## src/design/msnt_pkg.sv

```systemverilog
// ----------------------------------------------------------------------------
// msnt_pkg
// Shared types and constants of the MIDI sustain pedal note tracker.
// ----------------------------------------------------------------------------
package msnt_pkg;

	// tracked key window
	localparam int KEYS_DEF = 61;

	// configuration port
	localparam int         PADDR_W       = 3;
	localparam logic       REG_BASE_NOTE = 1'b0;
	localparam logic [6:0] BASE_NOTE_RST = 7'd36;

	// MIDI byte codes
	localparam logic [7:0] BYTE_CLOCK    = 8'hF8;
	localparam logic [7:0] BYTE_SENSE    = 8'hFE;
	localparam logic [3:0] STAT_NOTE_OFF = 4'h8;
	localparam logic [3:0] STAT_NOTE_ON  = 4'h9;
	localparam logic [3:0] STAT_CTRL     = 4'hB;
	localparam logic [6:0] CC_SUSTAIN    = 7'd64;
	localparam logic [6:0] PEDAL_THRESH  = 7'd64;

	// decoded message action
	typedef enum logic [2:0] {
		ACT_NONE,
		ACT_PRESS,
		ACT_RELEASE,
		ACT_PEDAL_DOWN,
		ACT_PEDAL_UP
	} act_t;

	// reported event codes
	typedef enum logic [2:0] {
		EVT_PRESS      = 3'd0,
		EVT_RELEASE    = 3'd1,
		EVT_HELD       = 3'd2,
		EVT_DECAY      = 3'd3,
		EVT_PEDAL_DOWN = 3'd4,
		EVT_PEDAL_UP   = 3'd5
	} evt_kind_t;

	// key store operations
	typedef enum logic [2:0] {
		KOP_NONE,
		KOP_PRESS,
		KOP_HOLD,
		KOP_RELEASE,
		KOP_CLEAR
	} kop_t;

	// sequencer states
	typedef enum logic [2:0] {
		ST_IDLE,
		ST_FIRST,
		ST_DECAY,
		ST_SCAN,
		ST_SCAN_DECAY
	} seq_state_t;

	// completed message from the parser
	typedef struct packed {
		act_t       act;
		logic [6:0] note;
		logic [6:0] vel;
	} cmd_t;

	// request to the key store
	typedef struct packed {
		kop_t op;
		logic rd_en;
	} key_ctl_t;

	// key store status for the addressed slot
	typedef struct packed {
		logic hit_active;
		logic hit_waiting;
		logic any_waiting;
		logic others_waiting;
	} key_sts_t;

	// one result
	typedef struct packed {
		evt_kind_t   kind;
		logic [6:0]  note;
		logic [6:0]  velocity;
		logic        pedal_down;
		logic        by_pedal;
		logic        duration_valid;
		logic [31:0] duration_ms;
		logic        last;
	} evt_t;

endpackage

```

## src/design/msnt_if.sv

```systemverilog
// ----------------------------------------------------------------------------
// msnt_if
// Valid/ready channels of the note tracker: MIDI byte input and event output.
// ----------------------------------------------------------------------------
interface msnt_in_if;
	logic        valid;
	logic        ready;
	logic [7:0]  midi_byte;
	logic [31:0] time_ms;

	modport source (output valid, midi_byte, time_ms, input ready);
	modport sink (input valid, midi_byte, time_ms, output ready);
endinterface

interface msnt_evt_if;
	logic        valid;
	logic        ready;
	logic [2:0]  event_kind;
	logic [6:0]  note;
	logic [6:0]  velocity;
	logic        pedal_down;
	logic        by_pedal;
	logic        duration_valid;
	logic [31:0] duration_ms;
	logic        last;

	modport source (output valid, event_kind, note, velocity, pedal_down, by_pedal,
		duration_valid, duration_ms, last, input ready);
	modport sink (input valid, event_kind, note, velocity, pedal_down, by_pedal,
		duration_valid, duration_ms, last, output ready);
endinterface

```

## src/design/msnt_parser.sv

```systemverilog
// ----------------------------------------------------------------------------
// msnt_parser
// Running status MIDI parser; tracks the sustain pedal and decodes note and
// pedal messages into actions.
// ----------------------------------------------------------------------------
module msnt_parser import msnt_pkg::*; (
	input  logic       clk,
	input  logic       arst_n,
	input  logic       in_fire,
	input  logic [7:0] midi_byte,
	output cmd_t       cmd,
	output logic       sustain
);

	logic [7:0] running_q;
	logic       idx_q;
	logic [6:0] first_q;
	logic       sustain_q;

	logic       ignore_c;
	logic       is_status_c;
	logic [3:0] type_c;
	logic       msg_ok_c;
	logic       data_c;
	logic       down_c;
	logic       pedal_chg_c;

	// byte classification
	always_comb begin
		ignore_c    = (midi_byte == BYTE_CLOCK) || (midi_byte == BYTE_SENSE);
		is_status_c = midi_byte[7];
		type_c      = running_q[7:4];
		msg_ok_c    = (type_c == STAT_NOTE_OFF) || (type_c == STAT_NOTE_ON) ||
			(type_c == STAT_CTRL);
		data_c      = !ignore_c && !is_status_c && msg_ok_c;
		down_c      = midi_byte[6:0] >= PEDAL_THRESH;
		pedal_chg_c = (type_c == STAT_CTRL) && (first_q == CC_SUSTAIN) &&
			(down_c != sustain_q);
	end

	// action of a completed two-byte message
	always_comb begin
		cmd.act  = ACT_NONE;
		cmd.note = first_q;
		cmd.vel  = '0;
		if (data_c && idx_q) begin
			if (type_c == STAT_NOTE_ON && midi_byte[6:0] != 7'd0) begin
				cmd.act = ACT_PRESS;
				cmd.vel = midi_byte[6:0];
			end else if (type_c == STAT_NOTE_OFF || type_c == STAT_NOTE_ON) begin
				cmd.act = ACT_RELEASE;
			end else if (pedal_chg_c) begin
				cmd.act  = down_c ? ACT_PEDAL_DOWN : ACT_PEDAL_UP;
				cmd.note = '0;
			end
		end
	end

	// parser state
	always_ff @(posedge clk or negedge arst_n) begin
		if (!arst_n) begin
			running_q <= '0;
			idx_q     <= 1'b0;
			first_q   <= '0;
			sustain_q <= 1'b0;
		end else if (in_fire && !ignore_c) begin
			if (is_status_c) begin
				running_q <= midi_byte;
				idx_q     <= 1'b0;
			end else if (msg_ok_c) begin
				if (!idx_q) begin
					first_q <= midi_byte[6:0];
					idx_q   <= 1'b1;
				end else begin
					idx_q <= 1'b0;
					if (pedal_chg_c) begin
						sustain_q <= down_c;
					end
				end
			end
		end
	end

	assign sustain = sustain_q;

endmodule

```

## src/design/msnt_key_store.sv

```systemverilog
// ----------------------------------------------------------------------------
// msnt_key_store
// Per key active and waiting marks in flip-flops and the start time memory
// with a registered read port.
// ----------------------------------------------------------------------------
module msnt_key_store import msnt_pkg::*; #(
	parameter int KEYS = KEYS_DEF
) (
	input  logic                                        clk,
	input  logic                                        arst_n,
	input  key_ctl_t                                    ctl,
	input  logic [((KEYS > 1) ? $clog2(KEYS) : 1)-1:0] slot,
	input  logic [31:0]                                 wtime,
	output key_sts_t                                    sts,
	output logic [31:0]                                 rd_data
);

	localparam int SLOT_W = (KEYS > 1) ? $clog2(KEYS) : 1;

	logic [KEYS-1:0] active_q;
	logic [KEYS-1:0] waiting_q;
	logic [31:0]     start_mem [KEYS];
	logic [31:0]     rd_data_q;

	logic            slot_ok_c;
	logic [KEYS-1:0] sel_c;

	// one-hot of the addressed slot
	always_comb begin
		slot_ok_c = int'(slot) < KEYS;
		sel_c     = '0;
		if (slot_ok_c) begin
			sel_c[slot] = 1'b1;
		end
	end

	// status of the addressed slot
	always_comb begin
		sts.hit_active     = |(active_q & sel_c);
		sts.hit_waiting    = |(waiting_q & sel_c);
		sts.any_waiting    = |waiting_q;
		sts.others_waiting = |(waiting_q & ~sel_c);
	end

	// key marks
	always_ff @(posedge clk or negedge arst_n) begin
		if (!arst_n) begin
			active_q  <= '0;
			waiting_q <= '0;
		end else begin
			case (ctl.op)
				KOP_PRESS: begin
					active_q  <= active_q | sel_c;
					waiting_q <= waiting_q & ~sel_c;
				end
				KOP_HOLD: begin
					waiting_q <= waiting_q | sel_c;
				end
				KOP_RELEASE: begin
					active_q <= active_q & ~sel_c;
				end
				KOP_CLEAR: begin
					active_q  <= active_q & ~sel_c;
					waiting_q <= waiting_q & ~sel_c;
				end
				default: begin
				end
			endcase
		end
	end

	// start time memory, one write or one read per cycle
	always_ff @(posedge clk) begin
		if (ctl.op == KOP_PRESS) begin
			start_mem[slot[SLOT_W-1:0]] <= wtime;
		end
		if (ctl.rd_en) begin
			rd_data_q <= start_mem[slot[SLOT_W-1:0]];
		end
	end

	assign rd_data = rd_data_q;

endmodule

```

## src/design/msnt_seq.sv

```systemverilog
// ----------------------------------------------------------------------------
// msnt_seq
// Event sequencer: maps actions onto key store operations, runs the pedal
// release scan and drives the registered event output.
// ----------------------------------------------------------------------------
module msnt_seq import msnt_pkg::*; #(
	parameter int KEYS = KEYS_DEF
) (
	input  logic                                        clk,
	input  logic                                        arst_n,
	input  logic                                        in_valid,
	output logic                                        in_ready,
	input  cmd_t                                        cmd,
	input  logic [31:0]                                 in_time,
	input  logic [6:0]                                  base,
	input  logic                                        sustain,
	output key_ctl_t                                    key_ctl,
	output logic [((KEYS > 1) ? $clog2(KEYS) : 1)-1:0] key_slot,
	output logic [31:0]                                 key_wtime,
	input  key_sts_t                                    key_sts,
	input  logic [31:0]                                 rd_data,
	msnt_evt_if.source                                  evt_out
);

	localparam int SLOT_W = (KEYS > 1) ? $clog2(KEYS) : 1;

	seq_state_t        state_q;
	seq_state_t        state_d;
	logic [SLOT_W-1:0] k_q;

	evt_kind_t         job_kind_q;
	logic [6:0]        job_note_q;
	logic [6:0]        job_vel_q;
	logic [31:0]       job_time_q;
	logic              job_dvalid_q;
	logic              job_decay_q;

	logic              out_valid_q;
	evt_t              out_q;

	logic              in_fire;
	logic              space;
	logic [7:0]        diff_c;
	logic              tracked_c;
	logic [SLOT_W-1:0] slot_c;
	logic              held_c;
	logic              emit_en;
	evt_t              emit_c;
	logic [31:0]       dur_c;

	assign in_fire = in_valid && in_ready;
	assign space   = !out_valid_q || evt_out.ready;

	// key slot of the message note
	always_comb begin
		diff_c    = {1'b0, cmd.note} - {1'b0, base};
		tracked_c = !diff_c[7] && (diff_c[6:0] < 7'(KEYS));
		slot_c    = diff_c[SLOT_W-1:0];
		held_c    = tracked_c && sustain;
	end

	assign key_slot  = (state_q == ST_IDLE) ? slot_c : k_q;
	assign key_wtime = in_time;
	assign dur_c     = job_time_q - rd_data;

	// next state
	always_comb begin
		state_d = state_q;
		case (state_q)
			ST_IDLE: begin
				if (in_fire && cmd.act != ACT_NONE) begin
					state_d = ST_FIRST;
				end
			end
			ST_FIRST: begin
				if (space) begin
					if (job_decay_q) begin
						state_d = ST_DECAY;
					end else if (job_kind_q == EVT_PEDAL_UP && key_sts.any_waiting) begin
						state_d = ST_SCAN;
					end else begin
						state_d = ST_IDLE;
					end
				end
			end
			ST_DECAY: begin
				if (space) begin
					state_d = ST_IDLE;
				end
			end
			ST_SCAN: begin
				if (key_sts.hit_waiting) begin
					state_d = ST_SCAN_DECAY;
				end
			end
			ST_SCAN_DECAY: begin
				if (space) begin
					state_d = key_sts.others_waiting ? ST_SCAN : ST_IDLE;
				end
			end
			default: begin
				state_d = ST_IDLE;
			end
		endcase
	end

	// outputs: key store requests and the result to emit
	always_comb begin
		in_ready      = 1'b0;
		key_ctl.op    = KOP_NONE;
		key_ctl.rd_en = 1'b0;
		emit_en       = 1'b0;
		emit_c        = '{kind: EVT_DECAY, note: job_note_q, velocity: '0,
			pedal_down: sustain, by_pedal: 1'b0, duration_valid: 1'b0,
			duration_ms: '0, last: 1'b1};
		case (state_q)
			ST_IDLE: begin
				in_ready = 1'b1;
				if (in_fire && tracked_c) begin
					case (cmd.act)
						ACT_PRESS: key_ctl.op = KOP_PRESS;
						ACT_RELEASE: begin
							if (sustain) begin
								key_ctl.op = KOP_HOLD;
							end else begin
								key_ctl.op    = KOP_RELEASE;
								key_ctl.rd_en = 1'b1;
							end
						end
						default: begin
						end
					endcase
				end
			end
			ST_FIRST: begin
				emit_en         = 1'b1;
				emit_c.kind     = job_kind_q;
				emit_c.velocity = job_vel_q;
				emit_c.last     = !job_decay_q &&
					!(job_kind_q == EVT_PEDAL_UP && key_sts.any_waiting);
			end
			ST_DECAY: begin
				emit_en               = 1'b1;
				emit_c.duration_valid = job_dvalid_q;
				emit_c.duration_ms    = job_dvalid_q ? dur_c : '0;
			end
			ST_SCAN: begin
				key_ctl.rd_en = 1'b1;
			end
			ST_SCAN_DECAY: begin
				emit_en               = 1'b1;
				emit_c.note           = base + 7'(k_q);
				emit_c.by_pedal       = 1'b1;
				emit_c.duration_valid = key_sts.hit_active;
				emit_c.duration_ms    = key_sts.hit_active ? dur_c : '0;
				emit_c.last           = !key_sts.others_waiting;
				if (space) begin
					key_ctl.op = KOP_CLEAR;
				end
			end
			default: begin
			end
		endcase
	end

	// state and scan counter
	always_ff @(posedge clk or negedge arst_n) begin
		if (!arst_n) begin
			state_q <= ST_IDLE;
			k_q     <= '0;
		end else begin
			state_q <= state_d;
			if (state_q == ST_FIRST) begin
				k_q <= '0;
			end else if (state_q == ST_SCAN && !key_sts.hit_waiting) begin
				k_q <= k_q + 1'b1;
			end else if (state_q == ST_SCAN_DECAY && space) begin
				k_q <= k_q + 1'b1;
			end
		end
	end

	// job captured with the byte transaction
	always_ff @(posedge clk) begin
		if (in_fire) begin
			job_note_q   <= cmd.note;
			job_vel_q    <= cmd.vel;
			job_time_q   <= in_time;
			job_dvalid_q <= tracked_c && key_sts.hit_active;
			job_decay_q  <= (cmd.act == ACT_RELEASE) && !held_c;
			case (cmd.act)
				ACT_RELEASE:    job_kind_q <= held_c ? EVT_HELD : EVT_RELEASE;
				ACT_PEDAL_DOWN: job_kind_q <= EVT_PEDAL_DOWN;
				ACT_PEDAL_UP:   job_kind_q <= EVT_PEDAL_UP;
				default:        job_kind_q <= EVT_PRESS;
			endcase
		end
	end

	// output register
	always_ff @(posedge clk or negedge arst_n) begin
		if (!arst_n) begin
			out_valid_q <= 1'b0;
		end else if (space) begin
			out_valid_q <= emit_en;
		end
	end

	always_ff @(posedge clk) begin
		if (space && emit_en) begin
			out_q <= emit_c;
		end
	end

	assign evt_out.valid          = out_valid_q;
	assign evt_out.event_kind     = out_q.kind;
	assign evt_out.note           = out_q.note;
	assign evt_out.velocity       = out_q.velocity;
	assign evt_out.pedal_down     = out_q.pedal_down;
	assign evt_out.by_pedal       = out_q.by_pedal;
	assign evt_out.duration_valid = out_q.duration_valid;
	assign evt_out.duration_ms    = out_q.duration_ms;
	assign evt_out.last           = out_q.last;

	// a scan decay only ever targets a waiting key
	a_scan_hits_waiting: assert property (@(posedge clk) disable iff (!arst_n)
		state_q == ST_SCAN_DECAY |-> key_sts.hit_waiting)
		else $error("scan decay on a key that is not waiting");

	// the last result of a byte returns the sequencer to idle
	a_last_ends_job: assert property (@(posedge clk) disable iff (!arst_n)
		(emit_en && space && emit_c.last) |=> state_q == ST_IDLE)
		else $error("sequencer busy after last result");

	// the scan counter stays inside the key window
	a_scan_in_range: assert property (@(posedge clk) disable iff (!arst_n)
		(state_q == ST_SCAN || state_q == ST_SCAN_DECAY) |-> int'(k_q) < KEYS)
		else $error("scan counter past the key window");

endmodule

```

## src/design/midi_sustain_note_tracker.sv

```systemverilog
// ----------------------------------------------------------------------------
// midi_sustain_note_tracker
// Parses MIDI bytes and reports key press, release, decay and sustain pedal
// events for a window of tracked keys.
// ----------------------------------------------------------------------------
//
// channel   direction  handshake          payload
// midi_in   in         valid / ready      midi_byte, time_ms
// evt_out   out        valid / ready      event_kind .. duration_ms, last
// apb       in         psel / penable     paddr, pwdata, prdata (base_note)
//
// A byte transaction is taken when the sequencer is idle; each result then
// leaves the output register one per cycle while evt_out.ready is high.
// A release gives a release and a decay result, or a held result under the
// pedal; a pedal release gives the pedal-up result, then scans the key store
// one key per cycle, held while a waiting key's decay result waits, and
// stops after the last waiting key. Reset clears the marks at once, no
// clearing pass; start times are undefined until a key is pressed.
// Low evt_out.ready holds the output register and stalls the sequencer.
//
module midi_sustain_note_tracker import msnt_pkg::*; #(
	parameter int KEYS = KEYS_DEF
) (
	input  logic               clk,
	input  logic               arst_n,
	msnt_in_if.sink            midi_in,
	msnt_evt_if.source         evt_out,
	input  logic               psel,
	input  logic               penable,
	input  logic               pwrite,
	input  logic [PADDR_W-1:0] paddr,
	input  logic [31:0]        pwdata,
	output logic [31:0]        prdata,
	output logic               pready
);

	localparam int SLOT_W = (KEYS > 1) ? $clog2(KEYS) : 1;

	logic [6:0]        base_q;
	logic              in_ready;
	logic              in_fire;
	cmd_t              cmd;
	logic              sustain;
	key_ctl_t          key_ctl;
	key_sts_t          key_sts;
	logic [SLOT_W-1:0] key_slot;
	logic [31:0]       key_wtime;
	logic [31:0]       rd_data;
	logic              reg_hit;

	// configuration register
	assign pready  = 1'b1;
	assign reg_hit = paddr[PADDR_W-1] == REG_BASE_NOTE;
	assign prdata  = reg_hit ? {25'd0, base_q} : '0;

	always_ff @(posedge clk or negedge arst_n) begin
		if (!arst_n) begin
			base_q <= BASE_NOTE_RST;
		end else if (psel && penable && pwrite && pready && reg_hit) begin
			base_q <= pwdata[6:0];
		end
	end

	assign midi_in.ready = in_ready;
	assign in_fire       = midi_in.valid && in_ready;

	msnt_parser u_parser (
		.clk       (clk),
		.arst_n    (arst_n),
		.in_fire   (in_fire),
		.midi_byte (midi_in.midi_byte),
		.cmd       (cmd),
		.sustain   (sustain)
	);

	msnt_key_store #(
		.KEYS (KEYS)
	) u_key_store (
		.clk     (clk),
		.arst_n  (arst_n),
		.ctl     (key_ctl),
		.slot    (key_slot),
		.wtime   (key_wtime),
		.sts     (key_sts),
		.rd_data (rd_data)
	);

	msnt_seq #(
		.KEYS (KEYS)
	) u_seq (
		.clk       (clk),
		.arst_n    (arst_n),
		.in_valid  (midi_in.valid),
		.in_ready  (in_ready),
		.cmd       (cmd),
		.in_time   (midi_in.time_ms),
		.base      (base_q),
		.sustain   (sustain),
		.key_ctl   (key_ctl),
		.key_slot  (key_slot),
		.key_wtime (key_wtime),
		.key_sts   (key_sts),
		.rd_data   (rd_data),
		.evt_out   (evt_out)
	);

endmodule

```

## src/flat_wrapper.sv

```systemverilog
// flat-port wrapper written by rule: the top's interface ports become plain ports
module midi_sustain_note_tracker_flat import msnt_pkg::*;
#(
	parameter int KEYS = KEYS_DEF
)
  (clk, arst_n, psel, penable, pwrite, paddr, pwdata, prdata, pready, midi_in_valid, midi_in_midi_byte, midi_in_time_ms, midi_in_ready, evt_out_valid, evt_out_event_kind, evt_out_note, evt_out_velocity, evt_out_pedal_down, evt_out_by_pedal, evt_out_duration_valid, evt_out_duration_ms, evt_out_last, evt_out_ready);
  msnt_in_if midi_in_i ();
  msnt_evt_if evt_out_i ();
  input  logic clk;
  input  logic arst_n;
  input  logic psel;
  input  logic penable;
  input  logic pwrite;
  input  logic [PADDR_W-1:0] paddr;
  input  logic [31:0] pwdata;
  output logic [31:0] prdata;
  output logic pready;
  input wire logic [$bits(midi_in_i.valid)-1:0] midi_in_valid;
  input wire logic [$bits(midi_in_i.midi_byte)-1:0] midi_in_midi_byte;
  input wire logic [$bits(midi_in_i.time_ms)-1:0] midi_in_time_ms;
  output wire logic [$bits(midi_in_i.ready)-1:0] midi_in_ready;
  output wire logic [$bits(evt_out_i.valid)-1:0] evt_out_valid;
  output wire logic [$bits(evt_out_i.event_kind)-1:0] evt_out_event_kind;
  output wire logic [$bits(evt_out_i.note)-1:0] evt_out_note;
  output wire logic [$bits(evt_out_i.velocity)-1:0] evt_out_velocity;
  output wire logic [$bits(evt_out_i.pedal_down)-1:0] evt_out_pedal_down;
  output wire logic [$bits(evt_out_i.by_pedal)-1:0] evt_out_by_pedal;
  output wire logic [$bits(evt_out_i.duration_valid)-1:0] evt_out_duration_valid;
  output wire logic [$bits(evt_out_i.duration_ms)-1:0] evt_out_duration_ms;
  output wire logic [$bits(evt_out_i.last)-1:0] evt_out_last;
  input wire logic [$bits(evt_out_i.ready)-1:0] evt_out_ready;
  assign midi_in_i.valid = midi_in_valid;
  assign midi_in_i.midi_byte = midi_in_midi_byte;
  assign midi_in_i.time_ms = midi_in_time_ms;
  assign midi_in_ready = midi_in_i.ready;
  assign evt_out_valid = evt_out_i.valid;
  assign evt_out_event_kind = evt_out_i.event_kind;
  assign evt_out_note = evt_out_i.note;
  assign evt_out_velocity = evt_out_i.velocity;
  assign evt_out_pedal_down = evt_out_i.pedal_down;
  assign evt_out_by_pedal = evt_out_i.by_pedal;
  assign evt_out_duration_valid = evt_out_i.duration_valid;
  assign evt_out_duration_ms = evt_out_i.duration_ms;
  assign evt_out_last = evt_out_i.last;
  assign evt_out_i.ready = evt_out_ready;
  midi_sustain_note_tracker #(.KEYS(KEYS)) u_core (.clk(clk), .arst_n(arst_n), .midi_in(midi_in_i), .evt_out(evt_out_i), .psel(psel), .penable(penable), .pwrite(pwrite), .paddr(paddr), .pwdata(pwdata), .prdata(prdata), .pready(pready));
endmodule
```

## config.mk

```make
export PLATFORM = sky130hd
export DESIGN_NAME = midi_sustain_note_tracker_flat
export DESIGN_NICKNAME = d
export VERILOG_FILES = /design/src/design/msnt_pkg.sv /design/src/design/msnt_if.sv /design/src/design/msnt_parser.sv /design/src/design/msnt_key_store.sv /design/src/design/msnt_seq.sv /design/src/design/midi_sustain_note_tracker.sv /design/src/flat_wrapper.sv
export SDC_FILE = /design/constraint.sdc
export NUM_CORES = 2
export LEC_CHECK = 0
export ABC_AREA = 1
export BUFFER_PORTS_ARGS = -buffer_cell sky130_fd_sc_hd__buf_2
export CORE_MARGIN = 4
export CORE_UTILIZATION = 67
export DETAILED_ROUTE_END_ITERATION = 6
export MAX_ROUTING_LAYER = met4
export PLACE_DENSITY_LB_ADDON = 0.12
export SLEW_MARGIN = 20
export SYNTH_ARGS = -nofsm -noshare
export SYNTH_HDL_FRONTEND = slang
export SYNTH_HIERARCHICAL = 1
export SYNTH_SLANG_ARGS = --single-unit
```

## constraint.sdc

```tcl
create_clock -name clk -period 10.29 [get_ports clk]
set_input_delay 1.5435 -clock clk [delete_from_list [all_inputs] [get_ports clk]]
set_output_delay 1.5435 -clock clk [all_outputs]
set_load 0.02 [all_outputs]
```

# Word level (Yosys, flattened, before mapping)
# Memories as Yosys holds them, arrays and structs flattened. A register that Yosys moved wholly into a read port is not among the register bits.
# Index checks and enable logic that the tools add are counted.
word_totals:
  ff_bits: 260
  ramBits: 1952
  n_memories: 1
memory_table:
  columns: ["memory", "depth", "word_bits", "rd", "rd_ports_with_merged_regs", "write_ports", "line", "source"]
  rows:
  - ["u_core.u_key_store.start_mem", 61, 32, 1, 1, 1, "msnt_key_store.sv:22", "logic [31:0] start_mem [KEYS];"]
classes:
  addsub: 4
  n_lt_le_gt_ge: 5
  n_eq_ne: 25
  mux: 50
  n_bitwise: 10
  n_reduce_logical: 56
op_table:
  columns: ["op", "n"]
  rows:
  - ["$and A61 B61 Y61", 4]
  - ["$pmux W61 S2", 2]
  - ["$reduce_or A61 Y1", 4]
  - ["$or A61 B61 Y61", 2]
  - ["$pmux W33 S2", 1]
  - ["$mux W32", 2]
  - ["$mux W61", 1]
  - ["$not A61 Y61", 1]
  - ["$mux W7", 5]
  - ["$sub A32 B32 Y32", 1]
  - ["$mux W3", 9]
  - ["$mux W6", 4]
  - ["$logic_and A1 B1 Y1", 23]
  - ["$eq A3 B2 Y1 const B", 6]
  - ["$mux W17", 1]
  - ["$eq A8 B8 Y1 const B", 2]
  - ["$pmux W3 S5", 1]
  - ["$eq A3 B3 Y1 const B", 4]
  - ["$eq A4 B4 Y1 const B", 3]
  - ["$mux W1", 12]
  - ["$mux W10", 1]
  - ["$reduce_and A5 Y1", 2]
  - ["$eq A3 B1 Y1 const B", 3]
  - ["$logic_not A1 Y1", 9]
  - ["other kinds (29)", 47]

# Longest topological paths before layout
depth:
  depth_word: 20
  mapped_depth: 30
  ltp_nobuf: 28

# Modules after synthesis
# Netlist, hierarchy kept.
modules_own_cells:
  columns: ["module", "instances", "cells_each", "area_each_um2", "seq_area_each_um2"]
  rows:
  - ["msnt_key_store", 1, 7217, 83513.8, 62630.1]
  - ["msnt_seq", 1, 890, 7231.9, 3373.2]
  - ["msnt_parser", 1, 115, 863.3, 325.3]
  - ["midi_sustain_note_tracker", 1, 78, 581.8, 177.7]

# Least setup slack after synthesis
# No wires, ideal clock.
synth_path:
  path_type: "input to register"
  start: "input midi_in_valid"
  end: "memory u_core.u_key_store.start_mem[35][0], enable pin"
  setup_ns: 0.464
  t_arrival_ns: 7.276
  t_required_ns: 9.826
  path_slack_ns: 2.550
  cell_stages: 9
  path_buffers: 1
  path_cell_list: "inv_1 nor2_1 nand4_1 a21oi_1 nand2_1 nor2_1 inv_2 clkbuf_1 nor3_1"
synth_lines:
  columns: ["element", "line", "source"]
  rows:
  - ["start, declared", "flat_wrapper.sv:18", "input wire logic [$bits(midi_in_i.valid)-1:0] midi_in_valid;"]
  - ["end, declared", "msnt_key_store.sv:22", null]

# Final worst setup path
layout_path:
  start: "register u_core.u_parser.first_q[0]"
  end: "register u_core.u_key_store.rd_data_q[2], in the netlist u_core/u_key_store/rd_data[2], read port of u_core.u_key_store.start_mem (data pin)"
layout_between:
  word_cells_on_any_way: 19
  cone_classes: "1 x add/sub; 1 x order compare; 2 x eq/ne; 10 x mux; 5 x reduce/logical"
layout_lines:
  columns: ["element", "line", "source"]
  rows:
  - ["start, declared", "msnt_parser.sv:17", "logic [6:0] first_q;"]
  - ["start signal, assigned", "msnt_parser.sv:72", "first_q <= midi_byte[6:0];"]
  - ["$eq A7 B7 Y1", "msnt_parser.sv:37", "pedal_chg_c = (type_c == STAT_CTRL) && (first_q == CC_SUSTAIN) &&"]
  - ["$logic_and A1 B1 Y1 (2 in a row)", "msnt_parser.sv:37", null]
  - ["$mux W10", "msnt_parser.sv:52", "end else if (pedal_chg_c) begin"]
  - ["$mux W7", "msnt_parser.sv:50", "end else if (type_c == STAT_NOTE_OFF || type_c == STAT_NOTE_ON) begin"]
  - ["$mux W7", "msnt_parser.sv:47", "if (type_c == STAT_NOTE_ON && midi_byte[6:0] != 7'd0) begin"]
  - ["$mux W17 *", "msnt_parser.sv:46", "if (data_c && idx_q) begin"]
  - ["$sub A7 B7 Y8 *", "msnt_seq.sv:56", "diff_c = {1'b0, cmd.note} - {1'b0, base};"]
  - ["$mux W6 *", "msnt_seq.sv:62", "assign key_slot = (state_q == ST_IDLE) ? slot_c : k_q;"]
  - ["net u_core.key_slot[2]", "midi_sustain_note_tracker.sv:46", "logic [SLOT_W-1:0] key_slot;"]
  - ["end, declared", "msnt_key_store.sv:23", "logic [31:0] rd_data_q;"]
# Mark *: on every way through the listed nets, which the timed path passes. The rest lies on a longest branch.
# A chain may end at the register's enable or synchronous reset.

==> impl_metrics.toml <==
[detailed_routing]
ant_nets = 0
avgRoutedWirePerCell_um = 25.71
drc = 3
drt-vias-per-instance = 6.100
met1_length_um = 97000
dr_wl_met3_um = 38080
met2WireLength_um = 117900
dr.pass1.iters = 7
drt_iter0_drc = 9390
top_layer = "met4"
num_vias = 63480
wl_um = 267500

[timing]
rsz0062_at_grt = "false"
skew_ns = 0.03985
setup_tns_ns = 0
tightest_slew_ns = 1.083
period_needed_ns = 6.070
max_slew_margin_pct = 27.28
hold_viol = 0
setup_viol = 0
hold_slack_ns = 0.4928
fin_ws_ns = 4.220
slew_viol_final = 0
fmax_mhz = 164.7
period_share_pct = 58.99

[clock_tree]
h-tree-depth = 4
cts_tree = "yes"
cts_made_buffers = 214
cts_setup_buffers = 0
cts_resized = 0
path_clk_slew_ns = 0.06
numClockSinks = 2240
root_buffer = "clkbuf_16"
cts_hold_buf = 0
worst_skew_pair.late_latency_ns = 0.85
cts_buffer_depth = 3

[final_layout]
num-fill-cells = 8737
fin_util_pct = 74.84
finalNonFillerCells = 10410
fin_nets = 8558
area_growth_pct = 10.51
final_layout_size_suffix_gt1_share_pct = 8.861

[floorplanning]
die_h_um = 378.9
start_util_pct = 67.72
die-area_um2 = 143600
rows = 135
die_w_um = 378.9
coreArea_um2 = 136100
io_pins = 170

[synthesis]
synth_edf_count = 2088
seq_area_frac_synth_pct = 72.14
synth_top_area_share_pct = 68.01
synthArstFlopShare_pct = 6.786
syn_inst = 8300
syn_area_per_cell_um2 = 11.11
syn-cell-area_um2 = 92190
yosysWarningCount = 6
synth_cell_types = 46
synth-seq-cells = 2240
synth_area_leaders = "edfxtp_1 68%, nand2_1 14%, dfrtp_1 4.1%"
ys.flop_type = "edfxtp_1"
yosysMostFrequentCell = "nand2_1"
ys_top_cells_by_count = "3362 x nand2_1, 2088 x edfxtp_1, 729 x nor2_1"
yosys.area.top_type = "edfxtp_1"

[grt]
grt_overflow = 0
antenna_found_initial = 14
grt.total_usage_pct = 38.46
grt_pass1_vias = 59880
grt_max_degree = 153
grt_pass1_wl_um = 383400

[power_and_ir_drop]
power_frac_clock_pct = 25.3
combinationalPowerShare_pct = 41.0
power.internal_uw = 17760
switching_share_pct = 42.72
seqPwrFrac_pct = 33.8
power_leakage_uw = 0.03994
ir_drop_mv = 0.2701
powerDensity_nw_per_um2 = 304.3
switchingPower_uw = 13240

[critical_path]
end_kind = "flop"
critPathMaxFanout = 50
critPathLaunchType = "flop"
slowest_delay_ns = 0.82
path_cells = "inv_1, ha_1, fa_1, inv_1, nand2_1, nand2_1, o21ai_4, buf_4, nor2_4, buf_4, nand2_1, inv_4, buf_4, nand2_1, nand2_1, nor2_1, nand2_1, nand2_1, nand2_1, nor2_1, nand2_1"
critPathKind = "reg2reg"
cpMaxStageDelayCell = "inv_4"
critPathTopFamily = "buffers and inverters"
critPathArrivalTime_ns = 6.75
path_buf_inv = 6
crit_start = "u_core/u_parser/first_q[0]"
critPathRequiredTime_ns = 10.97
cpMostUsedCell = "nand2_1"
r2r-start = "u_core/u_parser/first_q[0]"

[hold_path]
hp-start = "u_core/u_parser/running_q[6]"
hp-class = "reg2reg"

[placed_design]
dp_slack_ns = 3.634
place_inst = 9993
gp_congestion = 0.9126
dp_hpwl_um = 143900
port_buffers = 116

[status]
status = "complete, but fails checks"
violations = "DRC"

[run]
cap_violations = 0
-- power groups by stage --
| stage | sequential (uW) | combinational (uW) | clock, uW |
|---|---|---|---|
| 2_1_floorplan | 10700 | 7120 | 0 |
| 3_3_place_gp | 10600 | 11900 | 0 |
| 3_5_place_dp | 10700 | 12100 | 0 |
| 4_1_cts | 10500 | 12200 | 7870 |
| 5_1_grt | 10500 | 13400 | 8260 |
| 6_report | 10500 | 12700 | 7830 |
-- flip-flops by register name, indices dropped and copies added (netlist names), 3 cells and up, named ones only --
name	cells
u_core/u_key_store/start_mem	1952
u_core/u_key_store/rd_data	32
u_core/u_seq/evt_out.duration_ms	32
u_core/u_seq/job_time_q	32
u_core/base_q	7
u_core/u_parser/first_q	7
u_core/u_seq/evt_out.note	7
u_core/u_seq/evt_out.velocity	7
u_core/u_seq/job_note_q	7
u_core/u_seq/job_vel_q	7
u_core/u_seq/k_q	6
u_core/u_parser/running_q	4
u_core/u_seq/evt_out.event_kind	3
u_core/u_seq/job_kind_q	3
u_core/u_seq/state_q	3
-- final timing paths --
path                                                       to  slack (ns)  depth (start not counted)
worst max-delay path            u_core/u_key_store/rd_data[2]        4.22                         21
worst min-delay path             u_core/u_parser/running_q[6]        0.49                          2
worst max register to register  u_core/u_key_store/rd_data[2]        4.22                         21
worst min register to register   u_core/u_parser/running_q[6]        0.49                          2
max in group asynchronous          asynchronous set/reset pin        7.98                          2
min in group asynchronous        u_core/u_parser/running_q[4]        0.81                          1
-- cells in the final DEF, fill, tap and decap left out, types with 8 or more instances in the layout --
cell type  count
o21ai_0      180
buf_4        147
buf_2        114
clkinv_2      42
nor2_4        22
o21ai_2        8
clkbuf_1      41
clkbuf_16    219
nor3_1        25
edfxtp_1    2088
nor3_2        45
clkinv_1      60
nor2_1       710
o21ai_1       29
or2_2         55
inv_1        399
inv_2         12
o211ai_1     113
bufinv_16     24
nand4_1       38
nand2_1     3362
a21oi_1      446
nand3_1      103
diode_2       14
nor2_2        13
dfrtp_1      150
nand2_2       14
conb_1        26
ha_1          45
-- cells by family (layout without fill, tap and decap cells) --
logic type	after synthesis	in the layout	share of synthesized area [%]
adder cells (fa/ha/maj)	48	48	0.6759
buffers and inverters	801	1088	3.769
AO/OA/AOI/OAI	798	798	4.727
other	2	40	0.008146
flip-flops	2240	2240	72.14
XOR/XNOR	3	3	0.02851
AND/OR/NAND/NOR	4408	4408	18.65
-- per-layer routing --
metal  global-route usage, %  up-vias
li1                        -    28030
met1                   51.93    30400
met2                   55.40     4364
met3                   9.831      679
met4                   18.55        0
met5                       -        -
-- per-stage QoR --
stage               power (uW)  cell area [um^2]
finish                   31010            101900
CTS                      30570            101800
global route             32170            101900
global placement         22540             94880
floorplan                17860             92280
detailed placement       22780             94880
-- cell type report --
class                   count  area (um^2)  share of cell area, %
flip-flops and latches   2240        66510                  65.28
inverters                 420         1604                  1.574
clock buffers             262         5662                  5.557
clock inverters           137         1300                  1.276
repair buffers            269         1826                  1.792
multi-input cells        5283        22720                  22.30
well taps                1781         2228                  2.187
diodes                     14        35.03                0.03439
-- tightest hold or removal path, delay by kind of cell (launching register included) --
family | cells | cell delay [ns]
simple gates | 1 | 0.05
flops | 1 | 0.35
compound gates | 1 | 0.06
No activity file was read; power rests on OpenSTA's default activity.
